$ cat config.mk
export PLATFORM = sky130hd
export DESIGN_NAME = prc_ctrl
export DESIGN_NICKNAME = d
export VERILOG_FILES = /design/src/rtl/core/prc_pkg.sv /design/src/rtl/core/prc_ctrl.sv
export SDC_FILE = /design/constraint.sdc
export NUM_CORES = 1
export LEC_CHECK = 0
export BUFFER_PORTS_ARGS = -buffer_cell sky130_fd_sc_hd__buf_2
export CAP_MARGIN = 5
export CELL_PAD_IN_SITES_DETAIL_PLACEMENT = 2
export CELL_PAD_IN_SITES_GLOBAL_PLACEMENT = 2
export CORE_UTILIZATION = 39
export CTS_BUF_LIST = sky130_fd_sc_hd__clkbuf_8
export DETAILED_ROUTE_END_ITERATION = 10
export PLACE_DENSITY_LB_ADDON = 0.1
export SYNTH_ARGS = -nofsm -noshare
export SYNTH_HDL_FRONTEND = slang
export SYNTH_SLANG_ARGS = --single-unit
$ cat constraint.sdc
create_clock -name clk -period 11.3 [get_ports clk]
set_clock_uncertainty 0.2 [all_clocks]
set_input_delay 2.26 -clock clk [delete_from_list [all_inputs] [get_ports clk]]
set_output_delay 2.26 -clock clk [all_outputs]
set_load 0.02 [all_outputs]
$ cat src/rtl/core/prc_pkg.sv
`default_nettype none

package prc_pkg;

  // Default graph size; the node fields on the stream are fixed at five bits.
  localparam int NODE_COUNT_DEF = 26;

  localparam int NODE_IN_W   = 5;
  localparam int WEIGHT_W    = 10;
  localparam int COST_W      = 24;
  localparam int SUM_W       = COST_W + 1;
  localparam int DIST_W      = 20;
  localparam int STATUS_W    = 2;

  localparam int IN_TDATA_W  = 24;
  localparam int OUT_TDATA_W = 32;

  localparam logic [COST_W-1:0] COST_MAX = {COST_W{1'b1}};

  // Parity status codes.
  localparam logic [STATUS_W-1:0] STAT_NONE  = 2'd0;
  localparam logic [STATUS_W-1:0] STAT_PAIR  = 2'd1;
  localparam logic [STATUS_W-1:0] STAT_OTHER = 2'd2;

  typedef struct packed {
    logic                cost_saturated;
    logic                path_unreachable;
    logic [STATUS_W-1:0] parity_status;
    logic [COST_W-1:0]   route_cost;
  } res_t;

endpackage

`default_nettype wire

$ cat src/rtl/core/prc_ctrl.sv
`default_nettype none

module prc_ctrl #(
  parameter int NODE_COUNT = prc_pkg::NODE_COUNT_DEF,
  parameter int NODE_W     = $clog2(NODE_COUNT),
  parameter int ADDR_W     = $clog2(NODE_COUNT * NODE_COUNT)
) (
  input  wire logic                          clk,
  input  wire logic                          rst,
  // edge request
  input  wire logic                          in_valid,
  output logic                               in_ready,
  input  wire logic [prc_pkg::NODE_IN_W-1:0] from_node,
  input  wire logic [prc_pkg::NODE_IN_W-1:0] to_node,
  input  wire logic [prc_pkg::WEIGHT_W-1:0]  edge_weight,
  input  wire logic                          last_edge,
  // result hand-off
  output logic                               res_valid,
  input  wire logic                          res_ready,
  output prc_pkg::res_t                      res,
  // adjacency store
  output logic                               adj_we,
  output logic      [ADDR_W-1:0]             adj_waddr,
  output logic      [prc_pkg::WEIGHT_W-1:0]  adj_wdata,
  output logic      [ADDR_W-1:0]             adj_raddr,
  input  wire logic [prc_pkg::WEIGHT_W-1:0]  adj_rdata,
  // distance store
  output logic                               dist_we,
  output logic      [NODE_W-1:0]             dist_waddr,
  output logic      [prc_pkg::DIST_W-1:0]    dist_wdata,
  output logic      [NODE_W-1:0]             dist_raddr_a,
  output logic      [NODE_W-1:0]             dist_raddr_b,
  input  wire logic [prc_pkg::DIST_W-1:0]    dist_rdata_a,
  input  wire logic [prc_pkg::DIST_W-1:0]    dist_rdata_b
);
  import prc_pkg::*;

  localparam int RND_W = $clog2(NODE_COUNT);
  localparam logic [NODE_W-1:0] NODE_LAST = NODE_W'(NODE_COUNT - 1);
  localparam logic [RND_W-1:0]  RND_LAST  = RND_W'(NODE_COUNT - 1);
  localparam logic [RND_W-1:0]  RND_FIRST = RND_W'(1);
  localparam logic [ADDR_W-1:0] ADDR_LAST = ADDR_W'(NODE_COUNT * NODE_COUNT - 1);
  localparam logic [NODE_COUNT-1:0] ONE_HOT0 = {{(NODE_COUNT-1){1'b0}}, 1'b1};

  typedef enum logic [3:0] {
    ST_CLR, ST_IDLE, ST_WR2, ST_SCAN, ST_INIT,
    ST_RELAX, ST_DRAIN, ST_RDST, ST_SUM, ST_EMIT
  } state_t;

  state_t state;

  logic [NODE_W-1:0]   u, v, u_q, v_q, n, src, dst;
  logic [ADDR_W-1:0]   addr, wr2_addr;
  logic [RND_W-1:0]    round;
  logic                relax_en, last_q, iss_valid;
  logic [WEIGHT_W-1:0] wr2_w;
  logic [NODE_COUNT-1:0] parity, reached;
  logic [COST_W-1:0]   total;
  logic                tot_sat;
  logic [1:0]          odd_cnt;
  logic                fwd_en;
  logic [NODE_W-1:0]   fwd_addr;
  logic [DIST_W-1:0]   fwd_data;

  // combinational helpers
  logic                ends_ok, accept, clear_round, dist_upd;
  logic [NODE_W-1:0]   a_idx, b_idx;
  logic [ADDR_W-1:0]   ab_addr, ba_addr;
  logic [SUM_W-1:0]    tot_sum, path_sum;
  logic [NODE_COUNT-1:0] parity_next;
  logic [1:0]          odd_cnt_next;
  logic [DIST_W-1:0]   du, dv, cand;

  always_comb begin
    in_ready  = (state == ST_IDLE);
    accept    = in_valid && in_ready;
    ends_ok   = (32'(from_node) < NODE_COUNT) && (32'(to_node) < NODE_COUNT);
    a_idx     = NODE_W'(from_node);
    b_idx     = NODE_W'(to_node);
    ab_addr   = ADDR_W'(a_idx * NODE_COUNT + b_idx);
    ba_addr   = ADDR_W'(b_idx * NODE_COUNT + a_idx);
    tot_sum   = {1'b0, total} + SUM_W'(edge_weight);

    parity_next        = parity;
    parity_next[a_idx] = ~parity_next[a_idx];
    parity_next[b_idx] = ~parity_next[b_idx];

    odd_cnt_next = odd_cnt;
    if (parity[n] && odd_cnt != 2'd3) begin
      odd_cnt_next = odd_cnt + 2'd1;
    end

    clear_round = !relax_en || (round == RND_LAST);

    adj_we    = 1'b0;
    adj_waddr = addr;
    adj_wdata = '0;
    adj_raddr = addr;
    unique case (state)
      ST_CLR: begin
        adj_we = 1'b1;
      end
      ST_IDLE: begin
        adj_we    = accept && ends_ok;
        adj_waddr = ab_addr;
        adj_wdata = edge_weight;
      end
      ST_WR2: begin
        adj_we    = 1'b1;
        adj_waddr = wr2_addr;
        adj_wdata = wr2_w;
      end
      ST_RELAX: begin
        adj_we = clear_round;
      end
      default: begin
        adj_we = 1'b0;
      end
    endcase

    // relaxation compare, with the previous cycle's distance write forwarded
    du   = (fwd_en && fwd_addr == u_q) ? fwd_data : dist_rdata_a;
    dv   = (fwd_en && fwd_addr == v_q) ? fwd_data : dist_rdata_b;
    cand = du + DIST_W'(adj_rdata);
    dist_upd = iss_valid && relax_en && reached[u_q] && (adj_rdata != '0) &&
               (!reached[v_q] || cand < dv);

    dist_raddr_a = u;
    dist_raddr_b = (state == ST_RDST) ? dst : v;
    if (state == ST_INIT) begin
      dist_we    = 1'b1;
      dist_waddr = src;
      dist_wdata = '0;
    end else begin
      dist_we    = dist_upd;
      dist_waddr = v_q;
      dist_wdata = cand;
    end

    path_sum  = {1'b0, total} + SUM_W'(dist_rdata_b);
    res_valid = (state == ST_EMIT);
  end

  always_ff @(posedge clk) begin
    if (rst) begin
      state     <= ST_CLR;
      addr      <= '0;
      parity    <= '0;
      total     <= '0;
      tot_sat   <= 1'b0;
      iss_valid <= 1'b0;
      fwd_en    <= 1'b0;
    end else begin
      iss_valid <= (state == ST_RELAX);
      u_q       <= u;
      v_q       <= v;
      fwd_en    <= dist_we;
      fwd_addr  <= dist_waddr;
      fwd_data  <= dist_wdata;
      if (dist_upd) begin
        reached[v_q] <= 1'b1;
      end

      unique case (state)
        ST_CLR: begin
          if (addr == ADDR_LAST) begin
            addr  <= '0;
            state <= ST_IDLE;
          end else begin
            addr <= addr + ADDR_W'(1);
          end
        end
        ST_IDLE: begin
          if (accept) begin
            last_q   <= last_edge;
            wr2_addr <= ba_addr;
            wr2_w    <= edge_weight;
            n        <= '0;
            odd_cnt  <= '0;
            if (ends_ok) begin
              parity <= parity_next;
              if (tot_sum[COST_W]) begin
                total   <= COST_MAX;
                tot_sat <= 1'b1;
              end else begin
                total <= tot_sum[COST_W-1:0];
              end
              state <= ST_WR2;
            end else if (last_edge) begin
              state <= ST_SCAN;
            end
          end
        end
        ST_WR2: begin
          state <= last_q ? ST_SCAN : ST_IDLE;
        end
        ST_SCAN: begin
          odd_cnt <= odd_cnt_next;
          if (parity[n] && odd_cnt == 2'd0) begin
            src <= n;
          end
          if (parity[n] && odd_cnt == 2'd1) begin
            dst <= n;
          end
          n <= n + NODE_W'(1);
          if (n == NODE_LAST) begin
            u    <= '0;
            v    <= '0;
            addr <= '0;
            if (odd_cnt_next == 2'd2) begin
              relax_en <= 1'b1;
              state    <= ST_INIT;
            end else begin
              relax_en <= 1'b0;
              round    <= RND_LAST;
              state    <= ST_RELAX;
            end
          end
        end
        ST_INIT: begin
          // Only the source starts out reached.
          reached <= ONE_HOT0 << src;
          round   <= RND_FIRST;
          state   <= ST_RELAX;
        end
        ST_RELAX: begin
          if (v == NODE_LAST) begin
            v <= '0;
            if (u == NODE_LAST) begin
              u     <= '0;
              addr  <= '0;
              round <= round + RND_W'(1);
              if (clear_round) begin
                state <= ST_DRAIN;
              end
            end else begin
              u    <= u + NODE_W'(1);
              addr <= addr + ADDR_W'(1);
            end
          end else begin
            v    <= v + NODE_W'(1);
            addr <= addr + ADDR_W'(1);
          end
        end
        ST_DRAIN: begin
          state <= ST_RDST;
        end
        ST_RDST: begin
          state <= ST_SUM;
        end
        ST_SUM: begin
          if (odd_cnt == 2'd0) begin
            res.parity_status <= STAT_NONE;
          end else if (odd_cnt == 2'd2) begin
            res.parity_status <= STAT_PAIR;
          end else begin
            res.parity_status <= STAT_OTHER;
          end
          if (relax_en && reached[dst] && path_sum[COST_W]) begin
            res.route_cost       <= COST_MAX;
            res.cost_saturated   <= 1'b1;
            res.path_unreachable <= 1'b0;
          end else if (relax_en && reached[dst]) begin
            res.route_cost       <= path_sum[COST_W-1:0];
            res.cost_saturated   <= tot_sat;
            res.path_unreachable <= 1'b0;
          end else begin
            res.route_cost       <= total;
            res.cost_saturated   <= tot_sat;
            res.path_unreachable <= relax_en;
          end
          parity  <= '0;
          total   <= '0;
          tot_sat <= 1'b0;
          state   <= ST_EMIT;
        end
        ST_EMIT: begin
          if (res_ready) begin
            state <= ST_IDLE;
          end
        end
        default: begin
          state <= ST_IDLE;
        end
      endcase
    end
  end

endmodule

`default_nettype wire

==> flow_metrics.py <==
metrics = {
    "outcome": {
        "run_status": "finished clean",
    },
    "routing": {
        "drtAntennaViolNets": 0,
        "route.detailed.drc": 0,
        "firstDrtPassIters": 5,
        "wire_per_inst_um": 24.2,
        "initialDrtViolationCount": 673,
        "avgViaCountPerCell": 5.98,
        "drt-total-wl_um": 57300,
        "vias": 14100,
    },
    "cts": {
        "root_buffer": "clkbuf_8",
        "cts.sinks": 210,
        "ctsHoldBuffers": 0,
        "cts-htree-levels": 2,
        "clock_latency_ns": 0.60,
        "cts_buffers": 42,
        "clockBufferDepth": 3,
        "cts.repair.resized": 0,
        "cts_tree": "done",
        "cts.reportedPaths.clkPinSlew_ns": 0.06,
        "post-cts-setup-buffers": 0,
    },
    "power": {
        "p_int_mw": 1.48,
        "power.density_nw_per_um2": 118,
        "swShare": 0.303,
        "switchingPower_mw": 0.642,
        "p_comb_frac": 0.189,
        "clockPowerShare": 0.404,
        "leakage_nw": 7.05,
        "vdd.ir_drop.worst_uv": 79.4,
        "seqPwrFrac": 0.407,
    },
    "global_route": {
        "grt_pass1_vias": 15300,
        "grt_pass1_wl_um": 89700,
        "grt.met2_usage": 0.480,
        "busiest_layer": "met2",
        "grt_start_max_net_pins": 44,
        "track_usage": 0.277,
        "antenna_found_initial": 0,
        "met3_usage": 0.0422,
        "use_met1": 0.353,
        "grt_overflow": 0,
    },
    "timing": {
        "hold_viol": 0,
        "fmax_mhz": 105,
        "final_max_slew_viol_count": 0,
        "period_needed_ns": 9.53,
        "whs_ns": 0.322,
        "finalCritPeriodShare": 0.844,
        "slew_headroom": 0.276,
        "tns_ns": 0,
        "setup_ws_ns": 1.77,
        "grt_setup_unrepaired": "no",
        "finalSetupViolations": 0,
        "worstMarginPinSlew_ns": 1.09,
    },
    "synthesis": {
        "synth-seq-area-share": 0.357,
        "synth_area_leaders": "edfxtp_1 27%, ha_1 9.7%, dfxtp_1 8.5%, mux4_2 4.1%, a21oi_1 3.6%",
        "syn_avg_cell_area_um2": 9.52,
        "synth_flop_cell": "edfxtp_1",
        "synth_area_um2": 15800,
        "synth-seq-cells": 210,
        "synth_edf_count": 143,
        "async_flop_share": 0,
        "synth_warnings": 0,
        "synthesis.nets": 1866,
        "yosysUniqueCellTypes": 78,
        "synth_common_cells": "143 x edfxtp_1, 142 x nand2_1, 122 x ha_1",
        "synth_top_area_cell": "edfxtp_1",
        "synth_most_common_cell": "edfxtp_1",
        "synth_cells": 1660,
        "synth_top_cell_area_share": 0.272,
    },
    "worst_hold_path": {
        "holdPathEnd": "total[22]$_SDFFE_PP0P_",
        "min_from": "total[22]$_SDFFE_PP0P_",
        "min_path_cells": 1,
        "min_path_type": "reg2reg",
    },
    "place": {
        "dp_hpwl_um": 42400,
        "port_buffers": 171,
        "place_ws_ns": 1.92,
        "gp_congestion": 0.882,
        "post_dp_cell_area_um2": 17100,
    },
    "worst_setup_path": {
        "r2r-start": "u_q[1]$_DFFE_PN_",
        "r2r-end": "reached[22]$_DFFE_PP_",
        "worstSetupPathType": "reg2out",
        "critPathCaptureType": "primary output",
        "cp.arrival_ns": 7.07,
        "cp-start-kind": "register",
        "rr_worst_depth": 27,
        "worstPathMaxFanout": 30,
        "rrSetupSlack_ns": 4.05,
        "worstPathRequired_ns": 8.84,
    },
    "flow_run": {
        "max-cap-violations": 0,
    },
    "cells_and_area": {
        "utilization": 0.453,
        "fin_area_um2": 18000,
        "antenna_cells": 0,
        "drive_gt1_frac": 0.173,
        "nets": 2014,
        "area_delta_synth_final_pct": 14.1,
    },
    "floorplanning": {
        "die_h_um": 203,
        "dieArea_um2": 41300,
        "core_um2": 39800,
        "fp-row-count": 73,
        "die_x_um": 203,
        "start_util": 0.397,
        "io_pins": 172,
    },
}
state kept, by name, summed over array words and instances, names as in the netlist, 2 cells and up:
register / cells
fwd_data: 20
total: 24
wr2_addr: 10
wr2_w: 10
odd_cnt: 2
dst: 5
u_q: 5
round: 5
fwd_addr: 5
dist_raddr_a: 5
state: 4
v_q: 5
n: 5
res: 28
v: 5
reached: 26
adj_raddr: 10
parity: 26
src: 5
critical path: stages, from the launching register on:
cell and delay [ns]:
edfxtp_1 0.58, xor2_1 0.22, nor4_1 0.33, and3_1 0.23, buf_4 0.35, mux2_2 0.24
ha_1 0.16, inv_1 0.07, fa_1 0.41, nor2b_1 0.12, o21ai_0 0.11, a21boi_0 0.34
o21ai_0 0.22, a211o_1 0.32, a21oi_1 0.50, nand3_1 0.17, xor2_1 0.22, mux2i_1 0.13
ha_1 0.34, a21oi_1 0.15, nor2b_1 0.06, o21ai_0 0.16, nand2b_1 0.08, a21oi_1 0.17
o21ai_0 0.22, a22o_1 0.28, nor2_1 0.12, buf_2 0.18
worst max-delay path by stage:
stage	from	to	depth (start not counted)
floorplan	dist_rdata_a[0]	dist_we	23
global placement	dist_rdata_a[0]	dist_we	25
detailed placement	dist_rdata_a[0]	dist_we	24
CTS	u_q[1]$_DFFE_PN_	dist_we	27
global route	u_q[1]$_DFFE_PN_	dist_we	27
finish	u_q[1]$_DFFE_PN_	dist_we	27
through the flow:
step                std cells  power (mW)
floorplan                1660        1.14
global placement         2289        1.26
detailed placement       2289        1.28
CTS                      2366        2.15
global route             2366        2.21
finish                   2366        2.12
power by group through the flow:
stage	logic [mW]	clock network, mW	registers [mW]
6_report	0.402	0.856	0.864
5_1_grt	0.439	0.910	0.866
4_1_cts	0.405	0.883	0.864
3_5_place_dp	0.401	0	0.879
3_3_place_gp	0.385	0	0.879
2_1_floorplan	0.265	0	0.874
placed cells by master, fill, tap and decap left out, drive strengths merged, types with 25 or more instances in the layout:
cell type	count
inv	75
o21ai	87
nand3	56
ha	122
a21o	27
nand2	142
a21oi	114
a31oi	27
nor3	25
nor2b	29
nor2	102
o22ai	36
xor2	45
mux4	29
buf	187
and2	34
mux2i	56
clkbuf	53
edfxtp	143
o211ai	28
dfxtp	67
xnor2	48
kinds of logic after synthesis:
kind of cell | after synthesis | synth area share
flops | 210 | 0.357
xor+xnor | 93 | 0.0516
simple gates | 502 | 0.159
fa+ha+maj | 131 | 0.108
compound gates | 467 | 0.194
mux | 107 | 0.0925
buf+inv | 150 | 0.0379
metal layers:
| metal | share of wire | routed length [µm] |
|---|---|---|
| met5 | 0 | 0 |
| met4 | 0.027 | 1570 |
| met3 | 0.048 | 2730 |
| met2 | 0.49 | 28000 |
| met1 | 0.44 | 25000 |
area by class of cell:
type | instances | area (µm²)
Multi-Input combinational cell | 1300 | 9590
Inverter | 67 | 251
Clock buffer | 53 | 729
Timing Repair Buffer | 187 | 976
Tap cell | 525 | 657
Fill cell | 4300 | 21800
Sequential cell | 210 | 5640
Clock inverter | 24 | 179
No activity file was read; power rests on OpenSTA's default activity.
